[config.mk]
export PLATFORM = sky130hd
export DESIGN_NAME = utf8_codepoint_decoder_unit_flat
export DESIGN_NICKNAME = d
export VERILOG_FILES = /design/src/rtl/u8dec_pkg.sv /design/src/rtl/u8dec_byte_if.sv /design/src/rtl/u8dec_cp_if.sv /design/src/rtl/u8dec_ctrl.sv /design/src/rtl/u8dec_datapath.sv /design/src/rtl/utf8_codepoint_decoder_unit.sv /design/src/flat_wrapper.sv
export VERILOG_INCLUDE_DIRS = /design/src /design/src/rtl
export SDC_FILE = /design/constraint.sdc
export NUM_CORES = 1
export LEC_CHECK = 0
export BUFFER_PORTS_ARGS = -buffer_cell sky130_fd_sc_hd__buf_2
export CORE_MARGIN = 3
export CORE_UTILIZATION = 38
export DETAILED_ROUTE_END_ITERATION = 10
export GPL_ROUTABILITY_DRIVEN = 0
export PLACE_DENSITY = 0.65
export SETUP_SLACK_MARGIN = 0.15
export SLEW_MARGIN = 20
export SYNTH_ARGS = -nofsm -noshare
export SYNTH_HDL_FRONTEND = slang
export SYNTH_SLANG_ARGS = --single-unit
[constraint.sdc]
create_clock -name clk -period 6.15 [get_ports clk]
set_input_delay 0.615 -clock clk [delete_from_list [all_inputs] [get_ports clk]]
set_output_delay 0.615 -clock clk [all_outputs]
set_load 0.02 [all_outputs]
[src/rtl/utf8_codepoint_decoder_unit_defines.svh]
// Assertion macros used by the UTF-8 decoder datapath.
`ifndef UTF8_CODEPOINT_DECODER_UNIT_DEFINES_SVH
`define UTF8_CODEPOINT_DECODER_UNIT_DEFINES_SVH

// Check that cons holds in the same cycle whenever ante holds.
`define U8DEC_ASSERT_IMP(lbl, clk, rst, ante, cons, msg) \
  lbl: assert property (@(posedge clk) disable iff (rst) (ante) |-> (cons)) \
    else $error(msg);

// Check that cons holds in the cycle after ante.
`define U8DEC_ASSERT_NXT(lbl, clk, rst, ante, cons, msg) \
  lbl: assert property (@(posedge clk) disable iff (rst) (ante) |=> (cons)) \
    else $error(msg);

`endif

[src/rtl/u8dec_pkg.sv]
// Types, constants and decode helpers for the UTF-8 decoder.
package u8dec_pkg;

  localparam int QDEPTH = 4;

  localparam logic [20:0] REPL_CP  = 21'h00FFFD;
  localparam logic [20:0] CP_MIN2  = 21'h000080;
  localparam logic [20:0] CP_MIN3  = 21'h000800;
  localparam logic [20:0] CP_MIN4  = 21'h010000;
  localparam logic [20:0] CP_MAX   = 21'h10FFFF;

  // Sequence length codes from a start byte
  localparam logic [2:0] LEN_NONE = 3'd0;
  localparam logic [2:0] LEN_ONE  = 3'd1;
  localparam logic [2:0] LEN_TWO  = 3'd2;
  localparam logic [2:0] LEN_THREE = 3'd3;
  localparam logic [2:0] LEN_FOUR = 3'd4;

  typedef enum logic {
    ST_IDLE,
    ST_RUN
  } state_t;

  typedef logic [QDEPTH-1:0][7:0] byte_queue_t;

  typedef struct packed {
    logic emit;   // load one result into the output register and consume bytes
    logic take;   // append the accepted input byte to the queue
  } ctrl_cmd_t;

  typedef struct packed {
    logic hold_now;   // queue holds an unfinished sequence, nothing to emit
    logic emit_last;  // the result on offer is the final one for this byte
    logic out_free;   // output register can take a result this cycle
  } dp_status_t;

  typedef struct packed {
    logic        repl;
    logic [20:0] cp;
  } decode_t;

  function automatic logic is_cont(logic [7:0] b);
    return b[7:6] == 2'b10;
  endfunction

  function automatic logic [2:0] lead_len(logic [7:0] b);
    logic [2:0] len;
    if (!b[7])                len = LEN_ONE;
    else if (b <= 8'hBF)      len = LEN_NONE;
    else if (b <= 8'hDF)      len = LEN_TWO;
    else if (b <= 8'hEF)      len = LEN_THREE;
    else if (b <= 8'hF7)      len = LEN_FOUR;
    else                      len = LEN_NONE;
    return len;
  endfunction

  // Lead plus the run of continuation bytes that follow it, capped by len and cnt.
  function automatic logic [2:0] count_cont(byte_queue_t q, logic [2:0] len,
                                            logic [2:0] cnt);
    logic [2:0] k;
    logic       run;
    k   = 3'd1;
    run = 1'b1;
    for (int j = 1; j < QDEPTH; j++) begin
      if (run && (3'(j) < len) && (3'(j) < cnt) && is_cont(q[j])) begin
        k = 3'(j + 1);
      end else begin
        run = 1'b0;
      end
    end
    return k;
  endfunction

  // True when the queue is a valid but unfinished sequence and the stream goes on.
  function automatic logic hold_check(byte_queue_t q, logic [2:0] cnt, logic fl);
    logic [2:0] len;
    logic [2:0] k;
    len = lead_len(q[0]);
    k   = count_cont(q, len, cnt);
    return (cnt != 3'd0) && (len >= LEN_TWO) && (k == cnt) && (cnt < len) && !fl;
  endfunction

  function automatic decode_t decode_seq(byte_queue_t q, logic [2:0] len);
    decode_t    d;
    logic [20:0] val;
    logic        ok;
    case (len)
      LEN_TWO: begin
        val = {10'd0, q[0][4:0], q[1][5:0]};
        ok  = val >= CP_MIN2;
      end
      LEN_THREE: begin
        val = {5'd0, q[0][3:0], q[1][5:0], q[2][5:0]};
        ok  = val >= CP_MIN3;
      end
      default: begin
        val = {q[0][2:0], q[1][5:0], q[2][5:0], q[3][5:0]};
        ok  = (val >= CP_MIN4) && (val <= CP_MAX);
      end
    endcase
    d.repl = !ok;
    d.cp   = ok ? val : REPL_CP;
    return d;
  endfunction

endpackage

[src/rtl/u8dec_byte_if.sv]
// Input channel: one raw byte per transaction with an end-of-stream flag.
interface u8dec_byte_if;
  logic       valid;
  logic       ready;
  logic [7:0] data_byte;
  logic       flush;

  modport source (output valid, output data_byte, output flush, input ready);
  modport sink   (input valid, input data_byte, input flush, output ready);
endinterface

[src/rtl/u8dec_cp_if.sv]
// Output channel: one decoded code point per transaction.
interface u8dec_cp_if;
  logic        valid;
  logic        ready;
  logic [20:0] code_point;
  logic        is_replacement;
  logic        last;

  modport source (output valid, output code_point, output is_replacement, output last,
                  input ready);
  modport sink   (input valid, input code_point, input is_replacement, input last,
                  output ready);
endinterface

[src/rtl/u8dec_ctrl.sv]
// Controller state machine: sequences byte intake and result emission.
module u8dec_ctrl
  import u8dec_pkg::*;
(
  input  logic       clk,
  input  logic       rst,
  input  logic       in_valid,
  input  dp_status_t status,
  output ctrl_cmd_t  cmd,
  output logic       in_ready
);

  state_t state;
  state_t state_next;

  always_ff @(posedge clk) begin
    if (rst) begin
      state <= ST_IDLE;
    end else begin
      state <= state_next;
    end
  end

  // Outputs
  always_comb begin
    in_ready = 1'b0;
    cmd.emit = 1'b0;
    case (state)
      ST_IDLE: begin
        in_ready = 1'b1;
      end
      ST_RUN: begin
        cmd.emit = !status.hold_now && status.out_free;
        in_ready = status.hold_now || (status.out_free && status.emit_last);
      end
      default: begin
        in_ready = 1'b0;
      end
    endcase
    cmd.take = in_valid && in_ready;
  end

  // Next state
  always_comb begin
    state_next = state;
    case (state)
      ST_IDLE: begin
        if (cmd.take) state_next = ST_RUN;
      end
      ST_RUN: begin
        if (status.hold_now || (status.out_free && status.emit_last)) begin
          state_next = cmd.take ? ST_RUN : ST_IDLE;
        end
      end
      default: begin
        state_next = ST_IDLE;
      end
    endcase
  end

endmodule

[src/rtl/u8dec_datapath.sv]
// Datapath: byte queue, sequence decode, and output register.
`include "utf8_codepoint_decoder_unit_defines.svh"

module u8dec_datapath
  import u8dec_pkg::*;
(
  input  logic        clk,
  input  logic        rst,
  input  ctrl_cmd_t   cmd,
  output dp_status_t  status,
  input  logic [7:0]  data_byte,
  input  logic        flush,
  output logic        out_valid,
  input  logic        out_ready,
  output logic [20:0] out_cp,
  output logic        out_repl,
  output logic        out_last
);

  byte_queue_t q;
  logic [2:0]  cnt;
  logic        flush_r;

  logic [2:0]  len;
  logic [2:0]  k;
  decode_t     dec;
  logic [20:0] step_cp;
  logic        step_repl;
  logic [2:0]  adv;
  byte_queue_t sq;
  logic [2:0]  cnt_after;
  logic [2:0]  idx [QDEPTH];
  byte_queue_t base_q;
  logic [2:0]  base_cnt;
  byte_queue_t take_q;

  // Evaluate the sequence at the head of the queue
  always_comb begin
    len = lead_len(q[0]);
    k   = count_cont(q, len, cnt);
    dec = decode_seq(q, len);
    if (len == LEN_ONE) begin
      step_cp   = {13'd0, q[0]};
      step_repl = 1'b0;
      adv       = 3'd1;
    end else if (len == LEN_NONE) begin
      step_cp   = REPL_CP;
      step_repl = 1'b1;
      adv       = 3'd1;
    end else if (k == len) begin
      step_cp   = dec.cp;
      step_repl = dec.repl;
      adv       = len;
    end else begin
      // Broken or flushed sequence: the lead alone is replaced
      step_cp   = REPL_CP;
      step_repl = 1'b1;
      adv       = 3'd1;
    end
  end

  // Queue after consuming the head
  always_comb begin
    for (int i = 0; i < QDEPTH; i++) begin
      idx[i] = 3'(i) + adv;
      sq[i]  = (idx[i] < 3'(QDEPTH)) ? q[idx[i][1:0]] : q[i];
    end
    cnt_after = cnt - adv;
  end

  assign status.hold_now  = hold_check(q, cnt, flush_r);
  assign status.emit_last = (cnt_after == 3'd0) || hold_check(sq, cnt_after, flush_r);
  assign status.out_free  = !out_valid || out_ready;

  assign base_q   = cmd.emit ? sq : q;
  assign base_cnt = cmd.emit ? cnt_after : cnt;

  // Append the accepted byte behind whatever stays queued
  always_comb begin
    take_q                = base_q;
    take_q[base_cnt[1:0]] = data_byte;
  end

  always_ff @(posedge clk) begin
    if (rst) begin
      cnt <= 3'd0;
    end else if (cmd.take) begin
      cnt <= base_cnt + 3'd1;
    end else if (cmd.emit) begin
      cnt <= cnt_after;
    end
  end

  always_ff @(posedge clk) begin
    if (cmd.take) begin
      q       <= take_q;
      flush_r <= flush;
    end else if (cmd.emit) begin
      q <= sq;
    end
  end

  always_ff @(posedge clk) begin
    if (rst) begin
      out_valid <= 1'b0;
    end else if (cmd.emit) begin
      out_valid <= 1'b1;
    end else if (out_ready) begin
      out_valid <= 1'b0;
    end
  end

  always_ff @(posedge clk) begin
    if (cmd.emit) begin
      out_cp   <= step_cp;
      out_repl <= step_repl;
      out_last <= status.emit_last;
    end
  end

  `U8DEC_ASSERT_IMP(a_repl_value, clk, rst, out_valid && out_repl,
                    out_cp == REPL_CP, "replacement result without U+FFFD")
  `U8DEC_ASSERT_IMP(a_cp_range, clk, rst, out_valid, out_cp <= CP_MAX,
                    "code point above U+10FFFF")
  `U8DEC_ASSERT_NXT(a_take_fills, clk, rst, cmd.take,
                    (cnt != 3'd0) && (cnt <= 3'(QDEPTH)),
                    "byte queue count wrong after intake")
  `U8DEC_ASSERT_NXT(a_last_drains, clk, rst, cmd.emit && status.emit_last && !cmd.take,
                    (cnt == 3'd0) || hold_check(q, cnt, flush_r),
                    "queue not drained or held after last result")

endmodule

[src/rtl/utf8_codepoint_decoder_unit.sv]
// Top level of the UTF-8 to code point decoder.
//
//   channel   dir  payload                               handshake
//   byte_in   in   data_byte[7:0], flush                 valid/ready
//   cp_out    out  code_point[20:0], is_replacement, last valid/ready
//
// Plain ASCII, where each byte completes or breaks nothing beyond itself,
// streams at one byte per clock while cp_out accepts. A byte that ends a
// sequence gives one result per cycle while cp_out accepts, up to four when
// held bytes are replayed after a broken sequence or a flush; input waits
// during replay. A byte that only extends a held sequence gives no result.
// Reset (rst, synchronous) empties the byte queue and the output register.
// A stalled cp_out holds the decode loop; the next byte is still accepted
// while the final result of the previous one waits in the output register.
module utf8_codepoint_decoder_unit
  import u8dec_pkg::*;
(
  input  logic          clk,
  input  logic          rst,
  u8dec_byte_if.sink    byte_in,
  u8dec_cp_if.source    cp_out
);

  ctrl_cmd_t  cmd;
  dp_status_t status;
  logic       in_ready;

  // Controller: decides when to take a byte and when to emit a result
  u8dec_ctrl u_ctrl (
    .clk      (clk),
    .rst      (rst),
    .in_valid (byte_in.valid),
    .status   (status),
    .cmd      (cmd),
    .in_ready (in_ready)
  );

  assign byte_in.ready = in_ready;

  // Datapath: holds the pending bytes, decodes the head, drives the output
  u8dec_datapath u_dp (
    .clk       (clk),
    .rst       (rst),
    .cmd       (cmd),
    .status    (status),
    .data_byte (byte_in.data_byte),
    .flush     (byte_in.flush),
    .out_valid (cp_out.valid),
    .out_ready (cp_out.ready),
    .out_cp    (cp_out.code_point),
    .out_repl  (cp_out.is_replacement),
    .out_last  (cp_out.last)
  );

endmodule

[src/flat_wrapper.sv]
// flat-port wrapper written by rule: the top's interface ports become plain ports
module utf8_codepoint_decoder_unit_flat import u8dec_pkg::*;
  (clk, rst, byte_in_valid, byte_in_data_byte, byte_in_flush, byte_in_ready, cp_out_valid, cp_out_code_point, cp_out_is_replacement, cp_out_last, cp_out_ready);
  u8dec_byte_if byte_in_i ();
  u8dec_cp_if cp_out_i ();
  input  logic clk;
  input  logic rst;
  input wire logic [$bits(byte_in_i.valid)-1:0] byte_in_valid;
  input wire logic [$bits(byte_in_i.data_byte)-1:0] byte_in_data_byte;
  input wire logic [$bits(byte_in_i.flush)-1:0] byte_in_flush;
  output wire logic [$bits(byte_in_i.ready)-1:0] byte_in_ready;
  output wire logic [$bits(cp_out_i.valid)-1:0] cp_out_valid;
  output wire logic [$bits(cp_out_i.code_point)-1:0] cp_out_code_point;
  output wire logic [$bits(cp_out_i.is_replacement)-1:0] cp_out_is_replacement;
  output wire logic [$bits(cp_out_i.last)-1:0] cp_out_last;
  input wire logic [$bits(cp_out_i.ready)-1:0] cp_out_ready;
  assign byte_in_i.valid = byte_in_valid;
  assign byte_in_i.data_byte = byte_in_data_byte;
  assign byte_in_i.flush = byte_in_flush;
  assign byte_in_ready = byte_in_i.ready;
  assign cp_out_valid = cp_out_i.valid;
  assign cp_out_code_point = cp_out_i.code_point;
  assign cp_out_is_replacement = cp_out_i.is_replacement;
  assign cp_out_last = cp_out_i.last;
  assign cp_out_i.ready = cp_out_ready;
  utf8_codepoint_decoder_unit u_core (.clk(clk), .rst(rst), .byte_in(byte_in_i), .cp_out(cp_out_i));
endmodule
==> results.py, run 1 <==
metrics = {
    "drt": {
        "viasPerCell": 5.78,
        "wl_per_cell_microns": 18.1,
        "drtAntennaViolNets": 0,
        "drt_iter0_markers": 338,
        "drc": 0,
        "drt_first_pass_iters": 5,
        "vias": 3814,
        "drt-total-wl_mm": 11.9,
    },
    "grt": {
        "grt_max_degree": 30,
        "grt_pass1_wl_mm": 19.1,
        "overflow": 0,
        "track_usage_pct": 17.9,
        "grt_pass1_vias": 3588,
        "antenna_found_initial": 0,
    },
    "sta": {
        "final_max_slew_viol_count": 0,
        "fin_tns_setup_ns": 0,
        "fmax_mhz": 179,
        "final.min_clock_period_ns": 5.59,
        "worst_slew_pin_slew_ns": 0.955,
        "rsz0062_at_grt": "false",
        "slew-limit-headroom_pct": 36.1,
        "finalSetupViolations": 0,
        "skew_ns": 0.00681,
        "finalCritPeriodShare_pct": 91.0,
        "finalHoldViolCount": 0,
    },
    "worst_hold_path": {
        "hold_start": "byte_in_flush",
        "worstHoldPathType": "primary input to flip-flop",
    },
    "setup_path": {
        "cp_data_required_time_ns": 5.53,
        "crit_end": "byte_in_ready",
        "crit_slowest_cell": "dfxtp_1",
        "cp-startpoint": "u_core.u_dp.q[4]$_DFF_P_",
        "reg2reg_depth": 18,
        "r2r-start": "u_core.u_dp.q[4]$_DFF_P_",
        "worstPathCellList": "buf_4 -> nand2b_1 -> a21oi_1 -> and3_1 -> buf_4 -> clkinv_8 -> o31ai_4 -> o2bb2ai_1 -> nor2_1 -> nand3_1 -> ha_1 -> a211o_1 -> a311oi_1 -> o211ai_1 -> nor4_2 -> nand2_1 -> nand2_1 -> a21o_1 -> buf_2",
        "critPathLaunchType": "flip-flop",
        "max_stage_delay_ns": 0.59,
        "cp-end-kind": "output pin",
        "r2r-end": "u_core.u_dp.q[24]$_DFF_P_",
        "critical_path_class": "flip-flop to output pin",
        "r2r_slack_ns": 0.69,
        "cp_max_fo": 24,
        "crit_arrival_ns": 4.98,
    },
    "die": {
        "die_h_microns": 117,
        "initial_core_util_pct": 40.0,
        "die_area_sq_um": 13700,
        "std_cell_rows": 39,
        "die_w_microns": 117,
        "num_io_pins": 38,
        "coreArea_sq_um": 11700,
    },
    "clock_tree": {
        "cts_root_buffer": "clkbuf_16",
        "cts_buffers": 9,
        "cts_tree": "built",
        "clk_latency_ns": 0.33,
        "cts_sinks": 61,
        "htree_levels": 3,
        "cts.clk_slew.worst_paths_ns": 0.05,
        "ctsLongestPathBuffers": 2,
    },
    "synth": {
        "yosysSeqAreaShare_pct": 31.2,
        "synth_seq_cells": 61,
        "yosysTopAreaCell": "dfxtp_1",
        "synth-edff-count": 24,
        "yosys-top-cells-area": "dfxtp_1 (16%), edfxtp_1 (15%), mux2_4 (9.6%), mux2i_1 (8.8%), mux2_2 (5.0%)",
        "syn_avg_cell_area_sq_um": 9.66,
        "synth_top_area_share_pct": 15.8,
        "synthDistinctLibCells": 74,
        "synth-async-reset-ratio_pct": 0,
        "synth-main-ff-cell": "dfxtp_1",
        "synth_cells": 485,
        "ys_warn_count": 0,
        "synth_nets": 510,
        "syn_area_sq_um": 4690,
    },
    "power_and_ir_drop": {
        "ir_worst_vdd_uv": 185,
        "p_per_area_nw_per_um2": 623,
        "power.total_mw": 3.27,
        "p_leak_nw": 2.22,
    },
    "placement": {
        "place.port_buffers": 37,
        "postPlaceCellArea_sq_um": 4950,
        "dpl.hpwl_mm": 8.65,
    },
    "flow_run": {
        "maxCapViolCount": 0,
    },
    "run_status": {
        "status": "finished clean",
    },
    "cells_and_area": {
        "fillers": 1120,
        "num_antenna_cells": 0,
        "post_route_cells_drive_above_1_share_pct": 26.9,
        "layout.nets": 538,
        "areaGrowthSynthToFinish_pct": 11.9,
        "final_area_sq_um": 5240,
    },
}
-- synthesized netlist by cell type (all sizes together), types with 2 or more instances --
master / instances
a2111oi: 2
a211o: 3
a21boi: 9
a21o: 2
a21oi: 26
a22oi: 5
a311oi: 3
a31oi: 9
a41o: 2
and2: 5
and3b: 2
buf: 11
clkbuf: 22
dfxtp: 37
edfxtp: 24
ha: 11
inv: 19
mux2: 51
mux2i: 41
nand2: 43
nand2b: 9
nand3: 7
nand3b: 2
nor2: 34
nor2b: 14
nor3: 14
nor4: 3
nor4b: 2
o211ai: 2
o21ai: 30
o221a: 3
o221ai: 8
o31a: 2
o31ai: 2
or2: 3
or3: 2
xnor2: 4
-- where the power goes --
group | internal (mW) | switching [mW]
combinational | 0.891 | 1.02
sequential | 0.637 | 0.268
clock | 0.269 | 0.176
total | 1.80 | 1.47
-- how the worst min path moves through the flow --
stage | endpoint | slack (ns) | cells after the start
after floorplan | u_core.u_dp.q[29]$_DFF_P_ | 0.55 | 2
after global placement | u_core.u_dp.q[29]$_DFF_P_ | 0.62 | 2
after detailed placement | u_core.u_dp.out_valid$_SDFFE_PP0P_ | 0.62 | 2
after CTS | u_core.u_dp.flush_r$_DFFE_PP_ | 0.46 | 1
after global routing | u_core.u_dp.flush_r$_DFFE_PP_ | 0.47 | 1
final | u_core.u_dp.flush_r$_DFFE_PP_ | 0.47 | 1
-- worst max-delay path: cells and delay by family (launching register included) --
family | cells | cell delay (ns)
adders and majority gates | 1 | 0.32
and+or+nand+nor | 7 | 1.10
buffers and inverters | 4 | 1.02
AOI/OAI and AO/OA | 7 | 1.59
DFF | 1 | 0.59
-- per-stage QoR --
| step | utilization [%] | setup slack, ns | std cells | hold slack (ns) |
|---|---|---|---|---|
| after global routing | 44.8 | 0.175 | 660 | 0.471 |
| after global placement | 42.3 | 0.780 | 641 | 0.619 |
| after detailed placement | 42.3 | 0.552 | 641 | 0.618 |
| after floorplan | - | 1.27 | 485 | 0.548 |
| final | 44.8 | 0.556 | 660 | 0.471 |
| after CTS | 44.5 | 0.338 | 656 | 0.462 |
-- sequential cells by signal, summed over array words and instances, names as in the netlist --
register and cells:
u_core.u_ctrl.state 1, u_core.u_dp.cnt 3, u_core.u_dp.flush_r 1, u_core.u_dp.out_cp 21, u_core.u_dp.out_last 1, u_core.u_dp.out_repl 1
u_core.u_dp.out_valid 1, u_core.u_dp.q 32
-- cell families after synthesis --
family                     count (synthesis)  synth area share [%]
muxes                                     92                  23.4
xor gates and xnor gates                   5                 0.934
DFF                                       61                  31.2
adders and majority gates                 12                  3.36
buffers and inverters                     53                  5.39
and+or+nand+nor                          144                  17.4
AOI/OAI and AO/OA                        118                  18.3
-- cell usage in the layout (no fill, tap or decap), types with 17 or more instances in the layout --
master,count
a21oi_1,24
buf_2,37
dfxtp_1,37
edfxtp_1,24
inv_1,17
mux2_2,21
mux2_4,30
mux2i_1,41
nand2_1,37
nor2_1,34
o21ai_0,29
-- layout make-up --
class                   instances  area, sq um  share of cell area [%]
multi-input cells             371         2970                    56.7
flip-flops and latches         61         1460                    27.9
repair buffers                 50          283                    5.39
clock buffers                  11          233                    4.44
well taps                     143          179                    3.41
inverters                      20         87.6                    1.67
clock inverters                 4         26.3                   0.501
-- layer usage --
metal	global-route usage [%]	vias to the layer above	share of wire (%)
met5	0	-	0
met4	5.20	0	1.6
met3	2.88	20	5.3
met2	28.5	146	46
met1	25.0	1805	47
li1	-	1843	-
-- what timing repair did --
action                                  CTS  global route
setup buffers                             0             4
endpoints found under the setup margin    0             1
hold buffers                              0             0
resized for setup                         0             0
hold endpoints to repair                  0             0
(Power assumes the default switching activity.)
==> run 2, diff against run 1 <==
Settings changed: SLEW_MARGIN 20 to not set, SYNTH_HIERARCHICAL set to 1.
==> results.py, run 2 <==
metrics = {
    "grt": {
        "antenna_found_initial": 0,
        "grt_max_degree": 39,
        "overflow": 0,
        "grt_pass1_wl_mm": 18.7,
        "track_usage_pct": 18.5,
        "grt_pass1_vias": 3554,
    },
    "power_and_ir_drop": {
        "swShare_pct": 46.6,
        "p_comb_share_pct": 50.9,
        "clkPwrFrac_pct": 14.5,
        "p_leak_nw": 1.86,
        "switchingPower_mw": 1.19,
        "p_per_area_nw_per_um2": 531,
        "internal_power_mw": 1.36,
        "p_seq_share_pct": 34.6,
        "ir_worst_vdd_uv": 145,
        "power.total_mw": 2.55,
    },
    "drt": {
        "drt_iter0_markers": 358,
        "drt_first_pass_iters": 5,
        "drt-total-wl_mm": 11.7,
        "viasPerCell": 6.00,
        "drc": 0,
        "vias": 3859,
        "drtAntennaViolNets": 0,
        "wl_per_cell_microns": 18.1,
    },
    "cells_and_area": {
        "largest_reg_flops": 32,
        "layout.nets": 527,
        "num_antenna_cells": 0,
        "reg_top3": "u_core/u_dp/q (32), u_core/u_dp/out_cp (21), u_core/u_dp/cnt (3)",
        "stdcell_count": 643,
        "top_register": "u_core/u_dp/q",
        "areaGrowthSynthToFinish_pct": 12.8,
        "final_common_cell": "nand2_1",
        "post_route_cells_drive_above_1_share_pct": 20.5,
        "fillers": 1017,
        "mostFrequentLayoutCells": "nand2_1 (45), nor2_1 (43), o21ai_0 (39)",
    },
    "die": {
        "num_io_pins": 38,
        "die_w_microns": 112,
        "die_h_microns": 112,
        "die_area_sq_um": 12500,
        "initial_core_util_pct": 40.1,
        "coreArea_sq_um": 10600,
        "std_cell_rows": 37,
    },
    "sta": {
        "final_max_slew_viol_count": 0,
        "finalCritPeriodShare_pct": 94.1,
        "fmax_mhz": 173,
        "setup_ws_ns": 0.362,
        "slew-limit-headroom_pct": 48.5,
        "finalHoldViolCount": 0,
        "finalSetupViolations": 0,
        "skew_ns": 0.00754,
        "whs_ns": 0.437,
        "worst_slew_pin_slew_ns": 0.770,
        "fin_tns_setup_ns": 0,
        "rsz0062_at_grt": "true",
        "final.min_clock_period_ns": 5.79,
    },
    "clock_tree": {
        "cts_sinks": 61,
        "cts.clk_slew.worst_paths_ns": 0.07,
        "ctsLongestPathBuffers": 2,
        "cts_tree": "built",
        "htree_levels": 3,
        "cts_hold_buffers": 0,
        "cts_root_buffer": "clkbuf_8",
        "clk_latency_ns": 0.35,
        "cts_buffers": 9,
    },
    "setup_path": {
        "reg2reg_depth": 23,
        "cp_data_required_time_ns": 5.53,
        "critPathLaunchType": "flip-flop",
        "critical_path_class": "flip-flop to output pin",
        "crit_arrival_ns": 5.17,
        "cp-end-kind": "output pin",
        "cp_max_fo": 23,
    },
    "synth": {
        "synthDistinctLibCells": 74,
        "yosysTopAreaCell": "dfxtp_1",
        "synth-async-reset-ratio_pct": 0,
        "synth_cells": 473,
        "ys_warn_count": 6,
        "synth_nets": 498,
        "synth-main-ff-cell": "dfxtp_1",
        "synth.most_common_cell": "nand2_1",
        "syn_area_sq_um": 4250,
        "ys_top_cells_by_count": "nand2_1 (45), nor2_1 (43), o21ai_0 (39), dfxtp_1 (37), a21oi_1 (32)",
        "synth-edff-count": 24,
        "yosys-top-cells-area": "dfxtp_1 (17%), edfxtp_1 (17%), mux2i_1 (6.4%), mux4_2 (5.3%), o21ai_0 (4.6%)",
        "syn_avg_cell_area_sq_um": 8.98,
        "synth_top_area_share_pct": 17.4,
        "synth_seq_cells": 61,
        "yosysSeqAreaShare_pct": 34.4,
    },
    "placement": {
        "dp_cells": 627,
        "place.port_buffers": 37,
        "pre_cts_ws_ns": 0.407,
        "dpl.hpwl_mm": 8.43,
    },
    "flow_run": {
        "maxCapViolCount": 0,
    },
    "run_status": {
        "status": "finished clean",
    },
    "worst_hold_path": {
        "worstHoldPathType": "primary input to flip-flop",
        "hold_depth": 1,
    },
}
## run 2: cell count changes after synthesis, sizes merged, moves of 5 or more
cell and delta:
nor2 +11, mux4 +10, a221oi +5, mux2 -47, mux2i -14, inv -8
a31oi -5, o21ai +11, nor3 +5, a21oi +8
## run 2: path summary, 6_finish.rpt
path                                                        to  slack [ns]                            from
worst min-delay path             u_core/u_dp/flush_r$_DFFE_PP_        0.44                   byte_in_flush
worst max register to register       u_core/u_dp/q[14]$_DFF_P_        0.44        u_core/u_dp/q[7]$_DFF_P_
worst max-delay path                             byte_in_ready        0.36        u_core/u_dp/q[7]$_DFF_P_
worst min register to register  u_core/u_ctrl/state$_SDFF_PP0_        0.52  u_core/u_ctrl/state$_SDFF_PP0_
## run 2: cell type report
| class | count | area [sq um] | share of cell area, % |
|---|---|---|---|
| inverters | 13 | 48.8 | 1.02 |
| repair buffers | 50 | 290 | 6.05 |
| clock buffers | 9 | 124 | 2.58 |
| well taps | 136 | 170 | 3.55 |
| clock inverters | 7 | 81.3 | 1.70 |
| flip-flops and latches | 61 | 1460 | 30.5 |
| multi-input cells | 367 | 2620 | 54.6 |
## run 2: stage by stage
stage,area (sq um),util [%]
2_1_floorplan,4250,-
5_1_grt,4790,45.2
4_1_cts,4760,44.9
3_3_place_gp,4560,43.0
3_5_place_dp,4560,43.0
6_report,4790,45.2
## run 2: logic make-up (layout without fill, tap and decap cells)
family / Yosys count / count (layout) / share of synthesized area (%)
xor+xnor: 7 / 7 / 1.62
compound gates: 145 / 145 / 23.8
flops: 61 / 61 / 34.4
buf+inv: 45 / 79 / 4.51
simple gates: 162 / 162 / 19.1
fa+ha+maj: 12 / 12 / 3.71
mux: 41 / 41 / 12.8
## run 2: routing by layer
metal	share of wire (%)	vias to the layer above	GRT usage (%)
li1	-	1822	-
met1	46	1824	27.2
met2	44	192	27.3
met3	8.2	21	2.66
met4	1.9	0	6.89
met5	0	-	0
## run 2: timing repair
item | in CTS | in global routing
setup endpoints to repair | 0 | 33
buffers inserted | 0 | 0
resized for setup | 0 | 7
## run 2: critical path: stages, from the launching register on
cell and delay (ns):
dfxtp_1 0.47, buf_6 0.23, and2_1 0.14, buf_4 0.20, a41oi_2 0.23, nor2_4 0.18
buf_6 0.22, mux2_4 0.33, a221oi_4 0.33, nand2b_1 0.19, or3_1 0.11, ha_1 0.24
a211oi_1 0.36, o2111ai_1 0.21, a2111oi_2 0.37, a31oi_1 0.19, o41ai_2 0.24, nand3_1 0.13
o21ai_2 0.09, nand2_2 0.08, nand3b_4 0.09, buf_2 0.16
## run 2: power by group through the flow
stage / sequential (mW) / combinational (mW) / clock, mW
floorplan: 0.778 / 0.995 / 0
global placement: 0.863 / 1.24 / 0
detailed placement: 0.872 / 1.26 / 0
CTS: 0.862 / 1.27 / 0.378
global route: 0.900 / 1.43 / 0.394
finish: 0.882 / 1.30 / 0.369
